==> src/sv/fixed_block_pool_allocator_unit_assert.svh <==
// assertion macros for the fixed block pool allocator
// used by the top level only; no other dependencies
`ifndef FIXED_BLOCK_POOL_ALLOCATOR_UNIT_ASSERT_SVH
`define FIXED_BLOCK_POOL_ALLOCATOR_UNIT_ASSERT_SVH

`ifndef SYNTH
`define FBPA_ASSERT_IMPLIES(lbl, clk, rst, ante, cons) \
  lbl: assert property (@(posedge clk) disable iff (rst) (ante) |-> (cons)) \
    else $error("fbpa assertion failed");
`define FBPA_ASSERT_NEXT(lbl, clk, rst, ante, cons) \
  lbl: assert property (@(posedge clk) disable iff (rst) (ante) |=> (cons)) \
    else $error("fbpa assertion failed");
`else
`define FBPA_ASSERT_IMPLIES(lbl, clk, rst, ante, cons)
`define FBPA_ASSERT_NEXT(lbl, clk, rst, ante, cons)
`endif

`endif

==> src/sv/fbpa_pkg.sv <==
// shared types and constants for the fixed block pool allocator
// used by the front, queue, back and top level; no dependencies
package fbpa_pkg;

  localparam int SPAN_W   = 25;
  localparam int QUO_W    = 9;
  localparam int CFG_AW   = 4;

  localparam logic [1:0] OP_ALLOC  = 2'd0;
  localparam logic [1:0] OP_FREE   = 2'd1;
  localparam logic [1:0] OP_REFILL = 2'd2;

  localparam logic [1:0] REG_POOL_BASE   = 2'd0;
  localparam logic [1:0] REG_BLOCK_SIZE  = 2'd1;
  localparam logic [1:0] REG_BLOCK_COUNT = 2'd2;

  typedef enum logic [2:0] {
    ST_OK       = 3'd0,
    ST_EMPTY    = 3'd1,
    ST_NULL     = 3'd2,
    ST_RANGE    = 3'd3,
    ST_MISALIGN = 3'd4,
    ST_FULL     = 3'd5
  } status_t;

  typedef struct packed {
    logic [1:0]        op;
    status_t           pre;
    logic [SPAN_W-1:0] off;
  } cmd_t;

  typedef enum logic [2:0] {
    B_IDLE,
    B_READ,
    B_ADDR,
    B_DIV,
    B_PUSH,
    B_DONE
  } back_state_t;

endpackage

==> src/sv/fbpa_front.sv <==
// front end: registers a request and classifies free addresses
// depends on fbpa_pkg for the command transaction and status codes
module fbpa_front #(
  parameter int ADDR_BITS = 32,
  parameter int CNT_W     = 9
) (
  input  logic             clk,
  input  logic             rst,
  input  logic             accept,
  input  logic [1:0]       op,
  input  logic [31:0]      block_addr,
  input  logic [31:0]      pool_base,
  input  logic [15:0]      block_size,
  input  logic [CNT_W-1:0] cnt,
  input  logic             q_full,
  output logic             busy,
  output logic             push,
  output fbpa_pkg::cmd_t   cmd
);

  localparam int XW    = (ADDR_BITS > 32) ? ADDR_BITS : 32;
  localparam int SPW   = CNT_W + 16;
  localparam int CW    = (ADDR_BITS > SPW) ? ADDR_BITS : SPW;
  localparam int OFF_W = fbpa_pkg::SPAN_W;

  logic [XW-1:0]        addr_x;
  logic [XW-1:0]        base_x;
  logic [ADDR_BITS-1:0] base;
  logic [ADDR_BITS-1:0] off;
  logic                 s1_valid;
  logic [1:0]           s1_op;
  logic [ADDR_BITS-1:0] s1_a;
  logic [SPW-1:0]       span;
  logic                 is_null;
  logic                 out_of_range;

  assign addr_x = XW'(block_addr);
  assign base_x = XW'(pool_base);
  assign base   = base_x[ADDR_BITS-1:0];

  always_ff @(posedge clk) begin
    if (rst) begin
      s1_valid <= 1'b0;
    end else if (accept) begin
      s1_valid <= 1'b1;
    end else if (push) begin
      s1_valid <= 1'b0;
    end
  end

  always_ff @(posedge clk) begin
    span <= SPW'(cnt) * SPW'(block_size);
    if (accept) begin
      s1_op <= op;
      s1_a  <= addr_x[ADDR_BITS-1:0];
    end
  end

  assign off          = s1_a - base;
  assign is_null      = (s1_a == '0);
  assign out_of_range = (s1_a < base) || (CW'(off) >= CW'(span));

  always_comb begin
    cmd.op  = s1_op;
    cmd.off = OFF_W'(off);
    cmd.pre = fbpa_pkg::ST_OK;
    if (s1_op == fbpa_pkg::OP_FREE) begin
      if (is_null) begin
        cmd.pre = fbpa_pkg::ST_NULL;
      end else if (out_of_range) begin
        cmd.pre = fbpa_pkg::ST_RANGE;
      end
    end
  end

  assign push = s1_valid & ~q_full;
  assign busy = s1_valid;

endmodule

==> src/sv/fbpa_queue.sv <==
// two-entry command queue between the front and back ends
// depends on fbpa_pkg for the command transaction type
module fbpa_queue (
  input  logic           clk,
  input  logic           rst,
  input  logic           push,
  input  fbpa_pkg::cmd_t cmd_in,
  input  logic           pop,
  output fbpa_pkg::cmd_t cmd_out,
  output logic           valid,
  output logic           full
);

  fbpa_pkg::cmd_t entry [2];
  logic           wr_ptr;
  logic           rd_ptr;
  logic [1:0]     count;
  logic           do_push;
  logic           do_pop;

  assign do_push = push & ~full;
  assign do_pop  = pop & valid;

  always_ff @(posedge clk) begin
    if (rst) begin
      wr_ptr <= 1'b0;
      rd_ptr <= 1'b0;
      count  <= 2'd0;
    end else begin
      if (do_push) begin
        wr_ptr <= ~wr_ptr;
      end
      if (do_pop) begin
        rd_ptr <= ~rd_ptr;
      end
      case ({do_push, do_pop})
        2'b10:   count <= count + 2'd1;
        2'b01:   count <= count - 2'd1;
        default: count <= count;
      endcase
    end
  end

  always_ff @(posedge clk) begin
    if (do_push) begin
      entry[wr_ptr] <= cmd_in;
    end
  end

  assign cmd_out = entry[rd_ptr];
  assign valid   = (count != 2'd0);
  assign full    = (count == 2'd2);

endmodule

==> src/sv/fbpa_back.sv <==
// back end: free index ring, block index divider and result register
// depends on fbpa_pkg for the command transaction, states and status codes
module fbpa_back #(
  parameter int MAX_BLOCKS = 256,
  parameter int ADDR_BITS  = 32,
  parameter int CNT_W      = 9
) (
  input  logic             clk,
  input  logic             rst,
  input  logic             q_valid,
  input  fbpa_pkg::cmd_t   q_cmd,
  output logic             pop,
  input  logic [31:0]      pool_base,
  input  logic [15:0]      block_size,
  input  logic [CNT_W-1:0] cnt,
  output logic             busy,
  output logic             done,
  output logic [2:0]       status,
  output logic [31:0]      alloc_addr,
  output logic [8:0]       free_blocks,
  output logic [8:0]       used_blocks
);

  localparam int IDX_W   = $clog2(MAX_BLOCKS);
  localparam int PW      = IDX_W + 16;
  localparam int SUMW    = (ADDR_BITS > PW) ? ADDR_BITS : PW;
  localparam int XW      = (ADDR_BITS > 32) ? ADDR_BITS : 32;
  localparam int SW      = fbpa_pkg::SPAN_W;
  localparam int QW      = fbpa_pkg::QUO_W;
  localparam int STEP_W  = $clog2(QW);
  localparam int RST_CNT = (MAX_BLOCKS < 256) ? MAX_BLOCKS : 256;

  fbpa_pkg::back_state_t state;
  fbpa_pkg::back_state_t state_next;
  fbpa_pkg::status_t     res_status;

  logic [IDX_W-1:0]     ring [MAX_BLOCKS];
  logic [IDX_W-1:0]     rd_q;
  logic [IDX_W-1:0]     head;
  logic [IDX_W-1:0]     tail;
  logic [CNT_W-1:0]     fill;
  logic [CNT_W-1:0]     free_total;
  logic [PW-1:0]        prod_q;
  logic [SW-1:0]        rem;
  logic [SW-1:0]        dvs;
  logic [QW-1:0]        quo;
  logic [STEP_W-1:0]    step;
  logic [ADDR_BITS-1:0] res_addr;

  logic [CNT_W:0]       head_inc;
  logic [CNT_W:0]       tail_inc;
  logic [IDX_W-1:0]     head_adv;
  logic [IDX_W-1:0]     tail_adv;
  logic [IDX_W-1:0]     idx;
  logic [SW:0]          diff;
  logic                 ge;
  logic [XW-1:0]        base_x;
  logic [SUMW-1:0]      sum;
  logic [XW-1:0]        res_x;
  logic                 push_ok;
  logic                 ring_we;

  assign head_inc = (CNT_W + 1)'(head) + (CNT_W + 1)'(1);
  assign tail_inc = (CNT_W + 1)'(tail) + (CNT_W + 1)'(1);
  assign head_adv = (head_inc >= {1'b0, cnt}) ? '0 : head_inc[IDX_W-1:0];
  assign tail_adv = (tail_inc >= {1'b0, cnt}) ? '0 : tail_inc[IDX_W-1:0];

  // entries at or past the fill mark still hold their reset index
  assign idx = (CNT_W'(head) < fill) ? rd_q : head;

  assign diff   = {1'b0, rem} - {1'b0, dvs};
  assign ge     = ~diff[SW];
  assign base_x = XW'(pool_base);
  assign sum    = SUMW'(base_x[ADDR_BITS-1:0]) + SUMW'(prod_q);
  assign res_x  = XW'(res_addr);

  assign push_ok = (rem == '0) && (free_total < cnt);
  assign ring_we = (state == fbpa_pkg::B_PUSH) && push_ok;

  always_ff @(posedge clk) begin
    if (rst) begin
      state <= fbpa_pkg::B_IDLE;
    end else begin
      state <= state_next;
    end
  end

  always_comb begin
    state_next = state;
    pop        = 1'b0;
    case (state)
      fbpa_pkg::B_IDLE: begin
        if (q_valid) begin
          pop = 1'b1;
          case (q_cmd.op)
            fbpa_pkg::OP_ALLOC: begin
              state_next = (free_total == '0) ? fbpa_pkg::B_DONE : fbpa_pkg::B_READ;
            end
            fbpa_pkg::OP_FREE: begin
              state_next = (q_cmd.pre == fbpa_pkg::ST_OK) ? fbpa_pkg::B_DIV
                                                           : fbpa_pkg::B_DONE;
            end
            default: state_next = fbpa_pkg::B_DONE;
          endcase
        end
      end
      fbpa_pkg::B_READ: state_next = fbpa_pkg::B_ADDR;
      fbpa_pkg::B_ADDR: state_next = fbpa_pkg::B_DONE;
      fbpa_pkg::B_DIV: begin
        if (step == '0) begin
          state_next = fbpa_pkg::B_PUSH;
        end
      end
      fbpa_pkg::B_PUSH: state_next = fbpa_pkg::B_DONE;
      fbpa_pkg::B_DONE: state_next = fbpa_pkg::B_IDLE;
      default:          state_next = fbpa_pkg::B_IDLE;
    endcase
  end

  assign busy = (state != fbpa_pkg::B_IDLE);

  always_ff @(posedge clk) begin
    if (rst) begin
      head       <= '0;
      tail       <= '0;
      fill       <= '0;
      free_total <= CNT_W'(RST_CNT);
      done       <= 1'b0;
    end else begin
      done <= (state == fbpa_pkg::B_DONE);
      case (state)
        fbpa_pkg::B_IDLE: begin
          if (q_valid && (q_cmd.op == fbpa_pkg::OP_REFILL)) begin
            head       <= '0;
            tail       <= '0;
            fill       <= '0;
            free_total <= cnt;
          end
        end
        fbpa_pkg::B_READ: begin
          head       <= head_adv;
          free_total <= free_total - CNT_W'(1);
        end
        fbpa_pkg::B_PUSH: begin
          if (push_ok) begin
            tail       <= tail_adv;
            free_total <= free_total + CNT_W'(1);
            if (tail_inc[CNT_W-1:0] > fill) begin
              fill <= tail_inc[CNT_W-1:0];
            end
          end
        end
        default: ;
      endcase
    end
  end

  always_ff @(posedge clk) begin
    case (state)
      fbpa_pkg::B_IDLE: begin
        if (q_valid) begin
          res_addr <= '0;
          rem      <= q_cmd.off;
          dvs      <= SW'(block_size) << (QW - 1);
          quo      <= '0;
          step     <= STEP_W'(QW - 1);
          case (q_cmd.op)
            fbpa_pkg::OP_ALLOC: begin
              res_status <= (free_total == '0) ? fbpa_pkg::ST_EMPTY : fbpa_pkg::ST_OK;
            end
            fbpa_pkg::OP_FREE: res_status <= q_cmd.pre;
            default:           res_status <= fbpa_pkg::ST_OK;
          endcase
        end
      end
      fbpa_pkg::B_READ: begin
        prod_q <= PW'(idx) * PW'(block_size);
      end
      fbpa_pkg::B_ADDR: begin
        res_addr <= sum[ADDR_BITS-1:0];
      end
      fbpa_pkg::B_DIV: begin
        if (ge) begin
          rem <= diff[SW-1:0];
        end
        quo  <= {quo[QW-2:0], ge};
        dvs  <= dvs >> 1;
        step <= step - STEP_W'(1);
      end
      fbpa_pkg::B_PUSH: begin
        if (rem != '0) begin
          res_status <= fbpa_pkg::ST_MISALIGN;
        end else if (free_total >= cnt) begin
          res_status <= fbpa_pkg::ST_FULL;
        end
      end
      fbpa_pkg::B_DONE: begin
        status      <= res_status;
        alloc_addr  <= res_x[31:0];
        free_blocks <= 9'(free_total);
        used_blocks <= (free_total <= cnt) ? 9'(cnt - free_total) : 9'd0;
      end
      default: ;
    endcase
  end

  always_ff @(posedge clk) begin
    if (ring_we) begin
      ring[tail] <= IDX_W'(quo);
    end
    rd_q <= ring[head];
  end

endmodule

==> src/sv/fixed_block_pool_allocator_unit.sv <==
// Fixed block pool allocator. Requests enter on a start/busy command port and
// results leave on a one-cycle done strobe. Configuration sits behind an APB
// port: pool_base at 0x0, block_size at 0x4, block_count at 0x8.
// A request is accepted at a clock edge with start high and busy low. Results
// appear on done for exactly one cycle and cannot be held off by the receiver.
// From accept to done strobe, a granted allocate reads the ring and forms
// the address, a free that passes the null and range checks runs the 9-step
// restoring divider that turns the block offset into an index and remainder
// and then tries to push the index, and everything else goes straight to done.
// Busy falls in the done cycle, so the next request can be accepted there.
// Reset restores the default configuration (base 0x10000, 64-byte blocks,
// 256 blocks) and a full ring of free indices in order; no clearing pass runs.
// Depends on fbpa_pkg, fbpa_front, fbpa_queue, fbpa_back and the assert header.
module fixed_block_pool_allocator_unit #(
  parameter int MAX_BLOCKS = 256,
  parameter int ADDR_BITS  = 32
) (
  input  logic        clk,
  input  logic        rst,
  input  logic        psel,
  input  logic        penable,
  input  logic        pwrite,
  input  logic [3:0]  paddr,
  input  logic [31:0] pwdata,
  output logic [31:0] prdata,
  output logic        pready,
  input  logic        start,
  output logic        busy,
  input  logic [1:0]  op,
  input  logic [31:0] block_addr,
  output logic        done,
  output logic [2:0]  status,
  output logic [31:0] alloc_addr,
  output logic [8:0]  free_blocks,
  output logic [8:0]  used_blocks
);

  `include "fixed_block_pool_allocator_unit_assert.svh"

  localparam int CNT_W = $clog2(MAX_BLOCKS + 1);

  logic [31:0]      pool_base;
  logic [15:0]      block_size;
  logic [8:0]       block_count;
  logic             cfg_wr;
  logic             over;
  logic [CNT_W-1:0] cnt;
  logic             accept;
  logic             front_busy;
  logic             back_busy;
  logic             q_push;
  logic             q_pop;
  logic             q_valid;
  logic             q_full;
  fbpa_pkg::cmd_t   front_cmd;
  fbpa_pkg::cmd_t   q_cmd;

  assign cfg_wr = psel & penable & pwrite & pready;
  assign pready = 1'b1;

  always_ff @(posedge clk) begin
    if (rst) begin
      pool_base   <= 32'd65536;
      block_size  <= 16'd64;
      block_count <= 9'd256;
    end else if (cfg_wr) begin
      case (paddr[3:2])
        fbpa_pkg::REG_POOL_BASE:   pool_base   <= pwdata;
        fbpa_pkg::REG_BLOCK_SIZE:  block_size  <= pwdata[15:0];
        fbpa_pkg::REG_BLOCK_COUNT: block_count <= pwdata[8:0];
        default: ;
      endcase
    end
  end

  always_comb begin
    case (paddr[3:2])
      fbpa_pkg::REG_POOL_BASE:   prdata = pool_base;
      fbpa_pkg::REG_BLOCK_SIZE:  prdata = 32'(block_size);
      fbpa_pkg::REG_BLOCK_COUNT: prdata = 32'(block_count);
      default:                   prdata = '0;
    endcase
  end

  assign over = 32'(block_count) > 32'(MAX_BLOCKS);
  assign cnt  = (block_count == '0) ? CNT_W'(1) :
                over                ? CNT_W'(MAX_BLOCKS) : CNT_W'(block_count);

  assign accept = start & ~busy;
  assign busy   = front_busy | q_valid | back_busy;

  fbpa_front #(
    .ADDR_BITS (ADDR_BITS),
    .CNT_W     (CNT_W)
  ) u_front (
    .clk        (clk),
    .rst        (rst),
    .accept     (accept),
    .op         (op),
    .block_addr (block_addr),
    .pool_base  (pool_base),
    .block_size (block_size),
    .cnt        (cnt),
    .q_full     (q_full),
    .busy       (front_busy),
    .push       (q_push),
    .cmd        (front_cmd)
  );

  fbpa_queue u_queue (
    .clk     (clk),
    .rst     (rst),
    .push    (q_push),
    .cmd_in  (front_cmd),
    .pop     (q_pop),
    .cmd_out (q_cmd),
    .valid   (q_valid),
    .full    (q_full)
  );

  fbpa_back #(
    .MAX_BLOCKS (MAX_BLOCKS),
    .ADDR_BITS  (ADDR_BITS),
    .CNT_W      (CNT_W)
  ) u_back (
    .clk         (clk),
    .rst         (rst),
    .q_valid     (q_valid),
    .q_cmd       (q_cmd),
    .pop         (q_pop),
    .pool_base   (pool_base),
    .block_size  (block_size),
    .cnt         (cnt),
    .busy        (back_busy),
    .done        (done),
    .status      (status),
    .alloc_addr  (alloc_addr),
    .free_blocks (free_blocks),
    .used_blocks (used_blocks)
  );

  `FBPA_ASSERT_NEXT(a_accept_busy, clk, rst, start && !busy, busy)
  `FBPA_ASSERT_IMPLIES(a_done_idle, clk, rst, done, !busy)
  `FBPA_ASSERT_IMPLIES(a_empty_zero, clk, rst, done && (status == fbpa_pkg::ST_EMPTY), free_blocks == 9'd0)
  `FBPA_ASSERT_IMPLIES(a_addr_ok, clk, rst, done && (alloc_addr != 32'd0), status == fbpa_pkg::ST_OK)

endmodule
==> config.mk <==
export PLATFORM = sky130hd
export DESIGN_NAME = fixed_block_pool_allocator_unit
export DESIGN_NICKNAME = d
export VERILOG_FILES = /design/src/sv/fbpa_pkg.sv /design/src/sv/fbpa_front.sv /design/src/sv/fbpa_queue.sv /design/src/sv/fbpa_back.sv /design/src/sv/fixed_block_pool_allocator_unit.sv
export VERILOG_INCLUDE_DIRS = /design/src /design/src/sv
export SDC_FILE = /design/constraint.sdc
export NUM_CORES = 2
export LEC_CHECK = 0
export BUFFER_PORTS_ARGS = -buffer_cell sky130_fd_sc_hd__buf_4
export CAP_MARGIN = 25
export CELL_PAD_IN_SITES_DETAIL_PLACEMENT = 0
export CELL_PAD_IN_SITES_GLOBAL_PLACEMENT = 1
export CORE_MARGIN = 3
export CORE_UTILIZATION = 55
export CTS_BUF_LIST = sky130_fd_sc_hd__clkbuf_8
export DETAILED_ROUTE_END_ITERATION = 6
export PLACE_DENSITY = 0.8
export SYNTH_ARGS = -nofsm -noshare
export SYNTH_HDL_FRONTEND = slang
export SYNTH_SLANG_ARGS = --single-unit
==> constraint.sdc <==
create_clock -name clk -period 8.85 [get_ports clk]
set_input_delay 1.77 -clock clk [delete_from_list [all_inputs] [get_ports clk]]
set_output_delay 1.77 -clock clk [all_outputs]
set_load 0.05 [all_outputs]
==> flow_metrics.env <==
export IMPL_area_delta_synth_final_pct=10.6
export IMPL_worstMarginPinSlew_ps=1420
export IMPL_fin_skew_ps=97.7
export IMPL_start_kind="flop"
export IMPL_clk_latency_ps=1060
export IMPL_clockBufferDepth=4
export IMPL_nets=7235
export IMPL_synth_area_um2=109000
export IMPL_cp_end_kind="flop"
export IMPL_fin_crit_ps=7660
export IMPL_timing_final_crit_share_pct=86.6
export IMPL_drt_wirelength_per_cell_um=27.5
export IMPL_hold_viol_final=0
export IMPL_drtIter0Drc=5933
export IMPL_ir_drop_mv=0.242
export IMPL_cts_setup_buffers=0
export IMPL_yosys_area_top_type="edfxtp_1"
export IMPL_chipHeight_um=450
export IMPL_wirelength_um=265000
export IMPL_slew_viol_final=0
export IMPL_crit_chain="nand2b_1 > a21o_1 > a21o_1 > a21o_1 > a21o_1 > a21o_1 > a211o_1 > a21boi_0 > o21ai_0 > fa_1 > fa_1 > fa_1 > fa_1 > inv_1 > ha_1 > o21a_1 > a2111oi_0 > o21ai_0 > o21ai_0 > a21oi_1 > o31a_1 > o211ai_1 > xnor2_1"
export IMPL_yosysMostFrequentCell="edfxtp_1"
export IMPL_cts_tree="built"
export IMPL_avgSynthCellArea_um2=17.0
export IMPL_holdCritPathClass="reg2reg"
export IMPL_p_leak_nw=39.9
export IMPL_power_density_nw_per_um2=255
export IMPL_grt_usage_pct=26.4
export IMPL_vias=59300
export IMPL_die_area_um2=203000
export IMPL_clock_fmax_mhz=130
export IMPL_overflow=0
export IMPL_path_max_fanout=27
export IMPL_grt_pass1_vias=60200
export IMPL_status="finished with violations"
export IMPL_dpl_worst_slack_ps=1110
export IMPL_ys_seq_area_share_pct=66.5
export IMPL_drv_cap=0
export IMPL_cts_resized=0
export IMPL_cts_sinks=2447
export IMPL_cts_htree_levels=5
export IMPL_rows=162
export IMPL_r2r_setup_slack_ps=1190
export IMPL_cpPeakStageDelay_ps=750
export IMPL_grt_pass1_wl_um=396000
export IMPL_hold_depth=0
export IMPL_required_ps=9580
export IMPL_synth_edf_count=2313
export IMPL_min_to="u_back.alloc_addr[3]$_DFFE_PP_"
export IMPL_cp_buffers_inverters=1
export IMPL_synth_commonest_cells="2,313 x edfxtp_1, 680 x mux4_2, 431 x nor2_1"
export IMPL_gp_congestion=0.897
export IMPL_synthDistinctLibCells=73
export IMPL_worstSetupPathType="reg2reg"
export IMPL_rr_endpoint="u_back.prod_q[22]$_DFFE_PP_"
export IMPL_clockRootBuffer="clkbuf_8"
export IMPL_synth_seq_cells=2447
export IMPL_grt_max_degree=258
export IMPL_critPathSlowestCell="a2111oi_0"
export IMPL_crit_cells=23
export IMPL_antenna_found_initial=10
export IMPL_port_buffers=160
export IMPL_drive_gt1_share_pct=21.2
export IMPL_r2r_cells=23
export IMPL_postRouteAntennaNets=1
export IMPL_layout_setup_ws_ps=1190
export IMPL_rsz0062_at_grt="false"
export IMPL_hpwl_um=167000
export IMPL_reg2reg_from="u_back.head[0]$_SDFFE_PP0P_"
export IMPL_cp_common_cell="a21o_1"
export IMPL_tns_ps=0
export IMPL_core_area_um2=196000
export IMPL_vias_per_cell=6.16
export IMPL_clk_pin_slew_ps=60
export IMPL_ys_warn_count=0
export IMPL_floorplan_initialDensity_pct=55.5
export IMPL_async_flop_share_pct=0
export IMPL_cts_made_buffers=400
export IMPL_arrival_ps=8390
export IMPL_yosys_area_top_type_share_pct=64.0
export IMPL_die_w_um=450
export IMPL_pin_count=164
export IMPL_cpLargestDelayFamily="compound AO/OA/AOI/OAI gates"
export IMPL_slew_headroom_pct=5.27
export IMPL_cts_hold_buffers=0
export IMPL_synth_flop_cell="edfxtp_1"
export IMPL_min_from="u_back.res_addr[3]$_SDFFCE_PN0P_"
export IMPL_synth_area_top_cells="edfxtp_1 64%, mux4_2 14%, fa_1 3.5%, ha_1 2.9%, dfxtp_1 2.5%"
export IMPL_syn_num_nets=6886
export IMPL_violations="antenna rules"
export IMPL_setup_violations=0
export IMPL_drc=0
export IMPL_first_pass_iters=6
export IMPL_syn_inst=6371
-- power by group --
group          internal, mW  switching (mW)  leakage, nW
logic                  2.79            4.41         13.9
registers              14.3           0.272         22.0
clock network          4.50            4.32         4.07
total                  21.6            9.00         39.9
-- routing by layer --
metal	global-route usage [%]	routed length [µm]	share of wire [%]
met5	0	35	0.013
met1	37.7	106000	40
met3	5.62	23900	9.0
met2	40.8	125000	47
met4	9.28	9720	3.7
-- cells by family (layout without fill, tap and decap cells) --
logic type	Yosys count	count (layout)	synth area share [%]
buf+inv	722	1348	2.54
compound gates	693	693	4.06
mux	725	725	14.5
simple gates	1214	1214	4.97
xor+xnor	130	130	1.05
fa+ha+maj	439	439	6.36
flops	2447	2447	66.5
other cells	1	13	0.00346
-- how the worst max path moves through the flow --
stage	startpoint	end	slack [ps]
global placement	u_back.head[0]$_SDFFE_PP0P_	u_back.prod_q[22]$_DFFE_PP_	1230
CTS	u_back.head[0]$_SDFFE_PP0P_	u_back.prod_q[22]$_DFFE_PP_	1090
detailed placement	u_back.head[0]$_SDFFE_PP0P_	u_back.prod_q[22]$_DFFE_PP_	1110
finish	u_back.head[0]$_SDFFE_PP0P_	u_back.prod_q[22]$_DFFE_PP_	1190
global route	u_back.head[0]$_SDFFE_PP0P_	u_back.prod_q[22]$_DFFE_PP_	560
floorplan	u_back.fill[1]$_SDFFE_PP0P_	u_back.prod_q[21]$_DFFE_PP_	2150
-- cells in the final DEF (no fill, tap or decap), types with 15 or more instances in the layout --
cell / instances
mux2i_1: 37
nand4_1: 29
nand2b_1: 26
o21ai_0: 149
fa_1: 188
a21boi_0: 104
ha_1: 251
xor2_1: 41
a21o_1: 65
and3_1: 34
dfxtp_1: 128
nor3_1: 53
edfxtp_1: 2313
or3_1: 17
nor2b_1: 39
o211ai_1: 15
clkinv_2: 38
xnor2_1: 89
nand2_1: 397
clkinv_1: 76
nand3_1: 79
a211oi_1: 28
and2_1: 47
o21a_1: 30
a21oi_1: 195
nor2_1: 429
clkbuf_8: 414
buf_4: 255
nor4_1: 24
inv_1: 524
mux4_2: 680
-- state kept, by name, indices dropped and copies added, names as in the netlist, 25 cells and up, named ones only --
name and count:
pool_base 32, u_back.alloc_addr 32, u_back.rem 25, u_back.res_addr 32
u_back.ring 2048, u_front.s1_a 32, u_front.span 25, u_queue.entry 58
-- stage by stage --
stage	hold slack, ps	instances	power, mW	instance area [µm²]	util (%)
finish	389	9633	30.6	120000	61.3
global route	402	9624	31.9	120000	61.3
CTS	394	9615	30.7	120000	61.3
detailed placement	405	8936	22.0	113000	57.7
global placement	401	8930	21.8	113000	57.6
floorplan	400	6371	19.8	109000	-
-- worst reg2reg max path, delay by kind of cell (launching register included) --
family / cells / cell delay [ps]
buf+inv: 1 / 50
simple gates: 1 / 230
flops: 1 / 510
fa+ha+maj: 5 / 2410
compound gates: 15 / 4130
xor+xnor: 1 / 90
-- layout make-up --
cell class / count / area (µm²)
Inverter: 392 / 1470
Clock inverter: 265 / 1270
Multi-Input combinational cell: 3202 / 33700
Tap cell: 2624 / 3280
Sequential cell: 2447 / 72200
Timing Repair Buffer: 277 / 2400
Clock buffer: 414 / 5700
Fill cell: 14100 / 75600
Antenna cell: 12 / 30.0
Note: power is estimated with default switching activity, not from simulation.
